**src/rtl/rdss_pkg.sv**
```systemverilog
// Shared types, character codes and keyword tables for the def signature scanner.
`timescale 1ns / 1ps
`default_nettype none

package rdss_pkg;

	localparam int QUEUE_DEPTH = 4;
	localparam int QAW         = $clog2(QUEUE_DEPTH);
	localparam int QCW         = $clog2(QUEUE_DEPTH + 1);

	localparam logic [7:0] CH_SP     = 8'h20;
	localparam logic [7:0] CH_TAB    = 8'h09;
	localparam logic [7:0] CH_CR     = 8'h0D;
	localparam logic [7:0] CH_LF     = 8'h0A;
	localparam logic [7:0] CH_HASH   = 8'h23;
	localparam logic [7:0] CH_EQ     = 8'h3D;
	localparam logic [7:0] CH_LPAREN = 8'h28;
	localparam logic [7:0] CH_RPAREN = 8'h29;
	localparam logic [7:0] CH_COMMA  = 8'h2C;
	localparam logic [7:0] CH_COLON  = 8'h3A;

	// keyword text, first letter in the lowest byte
	localparam logic [63:0] MK_BEGIN = 64'h0000_0A6E_6967_6562; // "begin\n"
	localparam logic [63:0] MK_END   = 64'h0000_0000_0A64_6E65; // "end\n"
	localparam logic [63:0] KW_DEF   = 64'h0000_0000_0066_6564; // "def"
	localparam logic [63:0] KW_DO    = 64'h0000_0000_0000_6F64; // "do"
	localparam logic [63:0] KW_END   = 64'h0000_0000_0064_6E65; // "end"

	localparam logic [2:0] MK_BEGIN_LEN = 3'd6;
	localparam logic [2:0] MK_END_LEN   = 3'd4;
	localparam logic [2:0] KW_DEF_LEN   = 3'd3;
	localparam logic [2:0] KW_DO_LEN    = 3'd2;
	localparam logic [2:0] KW_END_LEN   = 3'd3;

	typedef enum logic [1:0] {
		CM_NONE,
		CM_LINE,
		CM_BEGIN,
		CM_END
	} cmode_t;

	typedef enum logic [1:0] {
		PM_SEEK,
		PM_NAME,
		PM_PARAMS,
		PM_SKIP
	} pmode_t;

	typedef enum logic [2:0] {
		EV_NAME_CHAR,
		EV_NAME_CANCEL,
		EV_PNAME_CHAR,
		EV_PTYPE_CHAR,
		EV_PARAM_COMMIT,
		EV_FUNC_DONE
	} evkind_t;

	typedef struct packed {
		evkind_t    kind;
		logic [7:0] ch;
		logic [4:0] pos;
		logic [4:0] total;
		logic       ovf;
	} event_t;

	// next matcher position: one further on a hit, else back to zero
	function automatic logic [2:0] advance(input logic [2:0] pos, input logic [7:0] c,
	                                       input logic [63:0] word, input logic [2:0] len);
		logic [2:0] r;
		r = 3'd0;
		if (pos < len && c == word[{pos, 3'b000} +: 8])
			r = pos + 3'd1;
		return r;
	endfunction

endpackage

`default_nettype wire

```
**src/rtl/ruby_def_signature_scanner_top.sv**
```systemverilog
// Path: each event passes through the event queue and then the output register to the master side.
// Throughput: one byte per cycle while the event queue has space; the front end updates all parse state per byte.
// A 4-beat event queue and an output register decouple input and output stalls.
// Reset: arst_n clears parse state to seeking def outside comments and empties the queue.
// A byte with start-of-text set restarts parsing and is itself parsed from the reset state.
`timescale 1ns / 1ps
`default_nettype none

module ruby_def_signature_scanner_top
	import rdss_pkg::*;
#(
	parameter int NAME_MAX  = 64,
	parameter int PARAM_MAX = 16,
	parameter int KEY_MAX   = 32,
	parameter int TYPE_MAX  = 32,
	parameter int DEPTH_MAX = 255
) (
	input  wire logic        clk,
	input  wire logic        arst_n,
	input  wire logic        s_axis_tvalid,
	output logic             s_axis_tready,
	input  wire logic [7:0]  s_axis_tdata,  // text_char
	input  wire logic        s_axis_tuser,  // start_of_text
	output logic             m_axis_tvalid,
	input  wire logic        m_axis_tready,
	output logic [23:0]      m_axis_tdata,  // event_char[7:0], param_position[12:8],
	                                        // param_total[17:13], zero fill
	output logic [3:0]       m_axis_tuser   // event_kind[2:0], overflow_flag[3]
);

	logic   ev_valid;
	event_t ev;
	logic   q_space;
	logic   q_valid;
	logic   q_pop;
	event_t q_data;

	rdss_front #(
		.NAME_MAX  (NAME_MAX),
		.PARAM_MAX (PARAM_MAX),
		.KEY_MAX   (KEY_MAX),
		.TYPE_MAX  (TYPE_MAX),
		.DEPTH_MAX (DEPTH_MAX)
	) u_front (
		.clk      (clk),
		.arst_n   (arst_n),
		.in_valid (s_axis_tvalid),
		.in_ready (s_axis_tready),
		.in_char  (s_axis_tdata),
		.in_sot   (s_axis_tuser),
		.space    (q_space),
		.ev_valid (ev_valid),
		.ev       (ev)
	);

	rdss_queue u_queue (
		.clk       (clk),
		.arst_n    (arst_n),
		.push      (ev_valid),
		.push_data (ev),
		.space     (q_space),
		.out_valid (q_valid),
		.pop       (q_pop),
		.out_data  (q_data)
	);

	rdss_back u_back (
		.clk           (clk),
		.arst_n        (arst_n),
		.q_valid       (q_valid),
		.q_data        (q_data),
		.q_pop         (q_pop),
		.m_axis_tvalid (m_axis_tvalid),
		.m_axis_tready (m_axis_tready),
		.m_axis_tdata  (m_axis_tdata),
		.m_axis_tuser  (m_axis_tuser)
	);

endmodule

`default_nettype wire

```
**src/rtl/rdss_front.sv**
```systemverilog
// Front end: takes source bytes, tracks comments and parse state, classifies events.
`timescale 1ns / 1ps
`default_nettype none

module rdss_front
	import rdss_pkg::*;
#(
	parameter int NAME_MAX  = 64,
	parameter int PARAM_MAX = 16,
	parameter int KEY_MAX   = 32,
	parameter int TYPE_MAX  = 32,
	parameter int DEPTH_MAX = 255
) (
	input  wire logic       clk,
	input  wire logic       arst_n,
	input  wire logic       in_valid,
	output logic            in_ready,
	input  wire logic [7:0] in_char,
	input  wire logic       in_sot,
	input  wire logic       space,
	output logic            ev_valid,
	output event_t          ev
);

	localparam int NLW = $clog2(NAME_MAX);
	localparam int PCW = $clog2(PARAM_MAX + 1);
	localparam int KLW = $clog2(KEY_MAX);
	localparam int TLW = $clog2(TYPE_MAX);
	localparam int NDW = $clog2(DEPTH_MAX + 1);

	cmode_t           cm_q, cm_d;
	pmode_t           pm_q, pm_d;
	logic             obc_q, obc_d;
	logic [2:0]       bpos_q, bpos_d;
	logic [2:0]       epos_q, epos_d;
	logic [1:0]       defm_q, defm_d;
	logic [1:0]       dom_q, dom_d;
	logic [1:0]       endm_q, endm_d;
	logic [NLW-1:0]   nl_q, nl_d;
	logic [PCW-1:0]   pc_q, pc_d;
	logic [KLW-1:0]   pnl_q, pnl_d;
	logic [TLW-1:0]   ptl_q, ptl_d;
	logic             rt_q, rt_d;
	logic [NDW-1:0]   nd_q, nd_d;
	logic             pnl_nl_q;
	logic             prev_nl;
	logic             pass;
	logic             full;
	logic             accept;
	logic             emit;
	logic [2:0]       adv;
	logic [2:0]       adv_do, adv_def, adv_end;
	logic             inc, dec;
	logic [7:0]       c;

	assign c        = in_char;
	assign in_ready = space;
	assign accept   = in_valid && space;
	assign ev_valid = accept && emit;

	always_comb begin
		cm_d   = cm_q;
		pm_d   = pm_q;
		obc_d  = obc_q;
		bpos_d = bpos_q;
		epos_d = epos_q;
		defm_d = defm_q;
		dom_d  = dom_q;
		endm_d = endm_q;
		nl_d   = nl_q;
		pc_d   = pc_q;
		pnl_d  = pnl_q;
		ptl_d  = ptl_q;
		rt_d   = rt_q;
		nd_d   = nd_q;
		prev_nl = pnl_nl_q;
		if (in_sot) begin
			cm_d    = CM_NONE;
			pm_d    = PM_SEEK;
			obc_d   = 1'b1;
			bpos_d  = '0;
			epos_d  = '0;
			defm_d  = '0;
			dom_d   = '0;
			endm_d  = '0;
			nl_d    = '0;
			pc_d    = '0;
			pnl_d   = '0;
			ptl_d   = '0;
			rt_d    = 1'b0;
			nd_d    = NDW'(1);
			prev_nl = 1'b1;
		end

		emit     = 1'b0;
		ev       = '0;
		ev.kind  = EV_NAME_CHAR;
		adv      = '0;
		adv_do   = '0;
		adv_def  = '0;
		adv_end  = '0;
		inc      = 1'b0;
		dec      = 1'b0;
		full     = pc_d >= PCW'(PARAM_MAX);

		// comment tracking
		unique case (cm_d)
			CM_NONE: begin
				if (c == CH_HASH) begin
					cm_d = CM_LINE;
				end else if (c == CH_EQ && prev_nl) begin
					if (obc_d) begin
						cm_d   = CM_BEGIN;
						bpos_d = '0;
					end else begin
						cm_d   = CM_END;
						epos_d = '0;
					end
				end
			end
			CM_LINE: begin
				if (c == CH_LF)
					cm_d = CM_NONE;
			end
			CM_BEGIN: begin
				adv    = advance(bpos_d, c, MK_BEGIN, MK_BEGIN_LEN);
				bpos_d = adv;
				if (adv == 3'd0) begin
					cm_d = CM_NONE;
				end else if (adv == MK_BEGIN_LEN) begin
					cm_d   = CM_NONE;
					bpos_d = '0;
					obc_d  = 1'b0;
					epos_d = '0;
				end
			end
			CM_END: begin
				adv    = advance(epos_d, c, MK_END, MK_END_LEN);
				epos_d = adv;
				if (adv == 3'd0) begin
					cm_d = CM_NONE;
				end else if (adv == MK_END_LEN) begin
					cm_d   = CM_NONE;
					obc_d  = 1'b1;
					epos_d = '0;
				end
			end
			default: cm_d = CM_NONE;
		endcase

		pass = cm_d == CM_NONE && obc_d && c != CH_SP && c != CH_TAB && c != CH_CR &&
		       (c != CH_LF || pm_d == PM_NAME);

		if (!pass) begin
			defm_d = '0;
			dom_d  = '0;
			endm_d = '0;
		end else begin
			unique case (pm_d)
				PM_SEEK: begin
					adv_def = advance({1'b0, defm_d}, c, KW_DEF, KW_DEF_LEN);
					defm_d  = adv_def[1:0];
					if (adv_def == KW_DEF_LEN) begin
						pm_d   = PM_NAME;
						nl_d   = '0;
						defm_d = '0;
					end
				end
				PM_NAME: begin
					if (c == CH_LPAREN) begin
						if (nl_d == '0) begin
							pm_d   = PM_SEEK;
							defm_d = '0;
						end else begin
							pm_d  = PM_PARAMS;
							nl_d  = '0;
							pc_d  = '0;
							pnl_d = '0;
							ptl_d = '0;
							rt_d  = 1'b0;
						end
					end else if (c == CH_LF) begin
						if (nl_d == '0) begin
							pm_d   = PM_SEEK;
							defm_d = '0;
						end else begin
							emit    = 1'b1;
							ev.kind = EV_NAME_CANCEL;
							nl_d    = '0;
							pc_d    = '0;
							pm_d    = PM_SKIP;
							defm_d  = '0;
							dom_d   = '0;
							endm_d  = '0;
							nd_d    = NDW'(1);
						end
					end else if (nl_d < NLW'(NAME_MAX - 1)) begin
						nl_d  = nl_d + 1'b1;
						emit  = 1'b1;
						ev.ch = c;
					end else begin
						emit   = 1'b1;
						ev.ovf = 1'b1;
					end
				end
				PM_PARAMS: begin
					if (c == CH_RPAREN) begin
						if (pnl_d != '0) begin
							if (full)
								ev.ovf = 1'b1;
							else
								pc_d = pc_d + 1'b1;
						end
						emit     = 1'b1;
						ev.kind  = EV_FUNC_DONE;
						ev.total = 5'(pc_d);
						rt_d     = 1'b0;
						pnl_d    = '0;
						ptl_d    = '0;
						pm_d     = PM_SKIP;
						defm_d   = '0;
						dom_d    = '0;
						endm_d   = '0;
						nd_d     = NDW'(1);
					end else if (c == CH_COMMA) begin
						emit    = 1'b1;
						ev.kind = EV_PARAM_COMMIT;
						ev.pos  = 5'(pc_d);
						ev.ovf  = full;
						if (!full)
							pc_d = pc_d + 1'b1;
						rt_d  = 1'b0;
						pnl_d = '0;
						ptl_d = '0;
					end else if (c == CH_COLON) begin
						rt_d = 1'b1;
					end else if (rt_d) begin
						emit    = 1'b1;
						ev.kind = EV_PTYPE_CHAR;
						ev.pos  = 5'(pc_d);
						if (ptl_d < TLW'(TYPE_MAX - 1)) begin
							ptl_d  = ptl_d + 1'b1;
							ev.ch  = full ? 8'd0 : c;
							ev.ovf = full;
						end else begin
							ev.ovf = 1'b1;
						end
					end else begin
						emit    = 1'b1;
						ev.kind = EV_PNAME_CHAR;
						ev.pos  = 5'(pc_d);
						if (pnl_d < KLW'(KEY_MAX - 1)) begin
							pnl_d  = pnl_d + 1'b1;
							ev.ch  = full ? 8'd0 : c;
							ev.ovf = full;
						end else begin
							ev.ovf = 1'b1;
						end
					end
				end
				PM_SKIP: begin
					adv_do  = advance({1'b0, dom_d}, c, KW_DO, KW_DO_LEN);
					adv_def = advance({1'b0, defm_d}, c, KW_DEF, KW_DEF_LEN);
					adv_end = advance({1'b0, endm_d}, c, KW_END, KW_END_LEN);
					dom_d   = adv_do[1:0];
					defm_d  = adv_def[1:0];
					endm_d  = adv_end[1:0];
					inc     = (adv_do == KW_DO_LEN || adv_def == KW_DEF_LEN) &&
					          nd_d < NDW'(DEPTH_MAX);
					if (inc)
						nd_d = nd_d + 1'b1;
					dec = adv_end == KW_END_LEN && nd_d != '0;
					if (dec)
						nd_d = nd_d - 1'b1;
					if (nd_d == '0) begin
						pm_d   = PM_SEEK;
						defm_d = '0;
						dom_d  = '0;
						endm_d = '0;
					end
				end
				default: pm_d = PM_SEEK;
			endcase
		end
	end

	always_ff @(posedge clk or negedge arst_n) begin
		if (!arst_n) begin
			cm_q     <= CM_NONE;
			pm_q     <= PM_SEEK;
			obc_q    <= 1'b1;
			bpos_q   <= '0;
			epos_q   <= '0;
			defm_q   <= '0;
			dom_q    <= '0;
			endm_q   <= '0;
			nl_q     <= '0;
			pc_q     <= '0;
			pnl_q    <= '0;
			ptl_q    <= '0;
			rt_q     <= 1'b0;
			nd_q     <= NDW'(1);
			pnl_nl_q <= 1'b1;
		end else if (accept) begin
			cm_q     <= cm_d;
			pm_q     <= pm_d;
			obc_q    <= obc_d;
			bpos_q   <= bpos_d;
			epos_q   <= epos_d;
			defm_q   <= defm_d;
			dom_q    <= dom_d;
			endm_q   <= endm_d;
			nl_q     <= nl_d;
			pc_q     <= pc_d;
			pnl_q    <= pnl_d;
			ptl_q    <= ptl_d;
			rt_q     <= rt_d;
			nd_q     <= nd_d;
			pnl_nl_q <= c == CH_LF;
		end
	end

endmodule

`default_nettype wire

```
**src/rtl/rdss_queue.sv**
```systemverilog
// Short event queue between the front end and the output stage.
`timescale 1ns / 1ps
`default_nettype none

module rdss_queue
	import rdss_pkg::*;
(
	input  wire logic   clk,
	input  wire logic   arst_n,
	input  wire logic   push,
	input  wire event_t push_data,
	output logic        space,
	output logic        out_valid,
	input  wire logic   pop,
	output event_t      out_data
);

	event_t           mem_q [QUEUE_DEPTH];
	logic [QAW-1:0]   wr_ptr_q;
	logic [QAW-1:0]   rd_ptr_q;
	logic [QCW-1:0]   count_q;
	logic             do_push, do_pop;

	assign space     = count_q != QCW'(QUEUE_DEPTH);
	assign out_valid = count_q != '0;
	assign out_data  = mem_q[rd_ptr_q];
	assign do_push   = push && space;
	assign do_pop    = pop && out_valid;

	always_ff @(posedge clk) begin
		if (do_push)
			mem_q[wr_ptr_q] <= push_data;
	end

	always_ff @(posedge clk or negedge arst_n) begin
		if (!arst_n) begin
			wr_ptr_q <= '0;
			rd_ptr_q <= '0;
			count_q  <= '0;
		end else begin
			if (do_push)
				wr_ptr_q <= wr_ptr_q + 1'b1;
			if (do_pop)
				rd_ptr_q <= rd_ptr_q + 1'b1;
			if (do_push && !do_pop)
				count_q <= count_q + 1'b1;
			else if (do_pop && !do_push)
				count_q <= count_q - 1'b1;
		end
	end

endmodule

`default_nettype wire

```
**src/rtl/rdss_back.sv**
```systemverilog
// Output stage: registers one event and drives the master-side stream beat.
`timescale 1ns / 1ps
`default_nettype none

module rdss_back
	import rdss_pkg::*;
(
	input  wire logic   clk,
	input  wire logic   arst_n,
	input  wire logic   q_valid,
	input  wire event_t q_data,
	output logic        q_pop,
	output logic        m_axis_tvalid,
	input  wire logic   m_axis_tready,
	output logic [23:0] m_axis_tdata,
	output logic [3:0]  m_axis_tuser
);

	logic   valid_q;
	event_t data_q;
	logic   take;

	assign take  = q_valid && (!valid_q || m_axis_tready);
	assign q_pop = take;

	always_ff @(posedge clk or negedge arst_n) begin
		if (!arst_n)
			valid_q <= 1'b0;
		else if (take)
			valid_q <= 1'b1;
		else if (m_axis_tready)
			valid_q <= 1'b0;
	end

	always_ff @(posedge clk) begin
		if (take)
			data_q <= q_data;
	end

	assign m_axis_tvalid = valid_q;
	assign m_axis_tdata  = {6'd0, data_q.total, data_q.pos, data_q.ch};
	assign m_axis_tuser  = {data_q.ovf, data_q.kind};

endmodule

`default_nettype wire

```
**config.mk**
```make
export PLATFORM = sky130hd
export DESIGN_NAME = ruby_def_signature_scanner_top
export DESIGN_NICKNAME = d
export VERILOG_FILES = /design/src/rtl/rdss_pkg.sv /design/src/rtl/ruby_def_signature_scanner_top.sv /design/src/rtl/rdss_front.sv /design/src/rtl/rdss_queue.sv /design/src/rtl/rdss_back.sv
export SDC_FILE = /design/constraint.sdc
export NUM_CORES = 1
export LEC_CHECK = 0
export BUFFER_PORTS_ARGS = -buffer_cell sky130_fd_sc_hd__buf_4
export CAP_MARGIN = 25
export CORE_MARGIN = 2
export CORE_UTILIZATION = 40
export CTS_CLUSTER_DIAMETER = 100
export CTS_CLUSTER_SIZE = 28
export DETAILED_ROUTE_END_ITERATION = 7
export PLACE_DENSITY = 0.54
export SYNTH_ARGS = -nofsm -noshare
export SYNTH_HDL_FRONTEND = slang
export SYNTH_SLANG_ARGS = --single-unit
```
**constraint.sdc**
```tcl
create_clock -name clk -period 7.7 [get_ports clk]
set_input_delay 1.54 -clock clk [delete_from_list [all_inputs] [get_ports clk]]
set_output_delay 1.54 -clock clk [all_outputs]
set_load 0.05 [all_outputs]
```
==> impl_metrics.yaml <==
die:
  die_area_um2: 24600
  die_h_um: 157
  core-area_um2: 22800
  start_util: 0.411
  io-pin-count: 43
  fp.dieW_um: 157
  num_rows: 55
pwr:
  powerDensity_nw_per_um2: 253
  p_total_w: 0.00268
  vdd_ir_drop_max_mv: 0.130
  leakage_nw: 4.13
timing:
  setup_viol: 0
  fmax_mhz: 172
  tightest_slew_ns: 0.870
  finalSetupTns_ns: 0
  hold_viol: 0
  fin_skew_ns: 0.0137
  max_slew_margin: 0.405
  rsz0062_at_grt: "no"
  drv_slew: 0
  fin_crit_sh: 0.754
  whs_ns: 0.485
  period_needed_ns: 5.81
hold_path:
  hp-class: "flop to flop"
  worstHoldPathCells: 2
  hp-start: "u_front.pnl_q[0]"
  worstHoldEndpoint: "u_front.pnl_q[0]"
logic_synthesis:
  synth_area_per_cell_um2: 10.6
  synth_cells: 879
  synth-xor-area-share: 0.0206
  ys_ff_latch: 166
  ys.flop_type: "edfxtp_1"
  synthSimpleGateAreaFrac: 0.183
  synthAdderAreaFrac: 0.0409
  synth-seq-area-share: 0.503
  synth_compound_area_frac: 0.144
  ys_types: 81
  synth.area.mux_share: 0.0697
  yosys.area.top_type: "edfxtp_1"
  yosys-top-cells-area: "edfxtp_1 35%, dfrtp_1 14%, mux4_2 5.3%, nand2_1 4.1%, ha_1 3.9%"
  ys_async_sr_fraction: 0.337
  synth-edff-count: 110
  synth_top_family_by_area: "simple AND/OR/NAND/NOR gates"
  synth_top_area_frac: 0.353
  yosysWarningCount: 0
  syn_area_um2: 9360
critical_path:
  regToRegEndpoint: "u_front.dom_q[0]"
  cp_max_fo: 35
  crit_type: "input pin to flop"
  cp-startpoint: "s_axis_tuser"
  reg2reg_depth: 17
  worstPathArrival_ns: 6.17
  worst_setup_path_start_kind: "input pin"
  end_kind: "flop"
  rr_startpoint: "u_front.nd_q[0]"
  required_ns: 8.06
  reg2reg_setup_slack_ns: 2.83
clock_network:
  clk_latency_ns: 0.43
  postCtsSetupBuffers: 0
  clock-root-buffer: "clkbuf_16"
  clock-sinks: 166
  cts_hold_buf: 0
  tritoncts: "built"
  cts.path.max_buffers: 2
  cts_made_buffers: 17
  cts_htree_levels: 4
  clk_pin_slew_ns: 0.08
  post_cts_resized: 0
drt:
  wl_um: 22200
  vias_per_cell: 5.62
  ant_nets: 0
  dr.pass1.iters: 7
  num_vias: 6943
  wire_per_inst_um: 18.0
  drc: 0
  drt_iter0_drc: 482
global_route:
  grt-ovfl-total: 0
  grt_pass1_wl_um: 36400
  antenna_found_initial: 0
  grtUsageTotal: 0.190
  grt_pass1_vias: 6785
  grt_max_degree: 57
layout:
  final_cell_mix: "110 x edfxtp_1, 101 x nand2_1, 82 x nor2_1, 53 x dfrtp_1, 52 x buf_4"
  drive_gt1_frac: 0.148
  final_nets: 952
  diodes: 0
  final_common_cell: "edfxtp_1"
  synthToLayoutAreaGrowth_pct: 13.2
run_status:
  outcome: "finished, final reports clean"
place:
  port_buffers: 36
  gp_congestion: 0.855
  hpwl_um: 15300
job:
  cap_viol_max_count: 0
-- worst max-delay path by stage --
stage | end | cells after the start | slack (ns)
2_1_floorplan | u_front.dom_q[0] | 22 | 1.02
3_5_place_dp | u_front.dom_q[0] | 19 | 1.51
6_report | u_front.dom_q[0] | 18 | 1.89
4_1_cts | u_front.dom_q[0] | 18 | 1.96
3_3_place_gp | u_front.dom_q[0] | 19 | 1.71
5_1_grt | u_front.dom_q[0] | 18 | 1.52
-- state kept, by name, indices dropped and copies added, names as in the netlist, 4 cells and up --
| register | count |
|---|---|
| u_front.nd_q | 8 |
| u_queue.mem_q | 88 |
| u_front.ptl_q | 5 |
| u_back.m_axis_tdata | 18 |
| u_back.m_axis_tuser | 4 |
| u_front.pc_q | 5 |
| u_front.nl_q | 6 |
| u_front.pnl_q | 5 |
-- power by group --
group / internal (W) / total, W / switching, W
Sequential: 0.00105 / 0.00110 / 0.0000467
Combinational: 0.000242 / 0.000710 / 0.000468
Clock: 0.000445 / 0.000872 / 0.000427
Total: 0.00174 / 0.00268 / 0.000942
-- metrics by stage --
step | area [um^2] | util | instances | worst slack (ns)
final | 10600 | 0.465 | 1235 | 1.89
after global routing | 10600 | 0.465 | 1235 | 1.52
after CTS | 10600 | 0.464 | 1234 | 1.96
after detailed placement | 9960 | 0.437 | 1202 | 1.51
after global placement | 9960 | 0.437 | 1202 | 1.71
after floorplan | 9380 | - | 884 | 1.02
-- area by class of cell --
class                      count  area, um^2
fill                        2074       12200
sequential                   166        4710
multi-input combinational    627        4310
clock buffer                  17         425
timing repair buffer          53         418
tap                          313         392
clock inverter                15         183
inverter                      44         165
-- cells by family (layout without fill, tap and decap cells) --
kind of cell / Yosys count / count (layout)
buffers and inverters: 91 / 129
flip-flops: 166 / 166
XOR/XNOR: 22 / 22
multiplexers: 37 / 37
AO/OA/AOI/OAI: 192 / 192
adder cells (fa/ha/maj): 30 / 30
other: 1 / 6
AND/OR/NAND/NOR: 340 / 340
-- routing by layer --
layer	GRT usage	up-vias	routed length (um)
li1	-	3361	-
met4	0.0590	0	400
met2	0.313	165	10700
met5	0	-	0
met3	0.0341	34	835
met1	0.257	3383	10300
-- cell usage after synthesis, types with 4 or more instances --
cell and n:
and4_1 4, nor4_1 11, inv_1 42, a21oi_1 42
a211oi_1 5, nand4_1 12, a22oi_1 4, o21a_1 5
nor2b_1 18, o21ai_1 4, mux2_2 5, a31oi_1 8
nand2b_1 14, nor3_1 19, buf_1 7, nand4b_1 6
and3_1 9, nand2_1 101, mux4_2 22, mux2i_1 10
xnor2_1 12, ha_1 29, o2bb2ai_1 6, o31ai_1 7
or4_1 4, edfxtp_1 110, or3_1 4, nand3_1 23
a22o_1 11, o22ai_1 6, and2_1 8, dfrtp_1 53
xor2_1 10, clkbuf_1 32, or2_2 6, buf_4 6
nor2_1 82, a21o_1 4, o21ai_0 41, o211ai_1 6
a221o_1 4
-- critical path, cell delays in order --
cell      delay, ns
buf_4          0.31
nor2_1         0.19
inv_1          0.14
ha_1           0.39
nand3_1        0.21
o31ai_1        0.48
o32a_4         0.32
mux2i_1        0.26
ha_1           0.23
and3_1         0.17
nand4_1        0.18
or4_1          0.44
o311ai_0       0.15
o311ai_0       0.24
o21a_1         0.19
a311oi_2       0.40
nand2_1        0.15
a22oi_2        0.15
(Power assumes the default switching activity.)
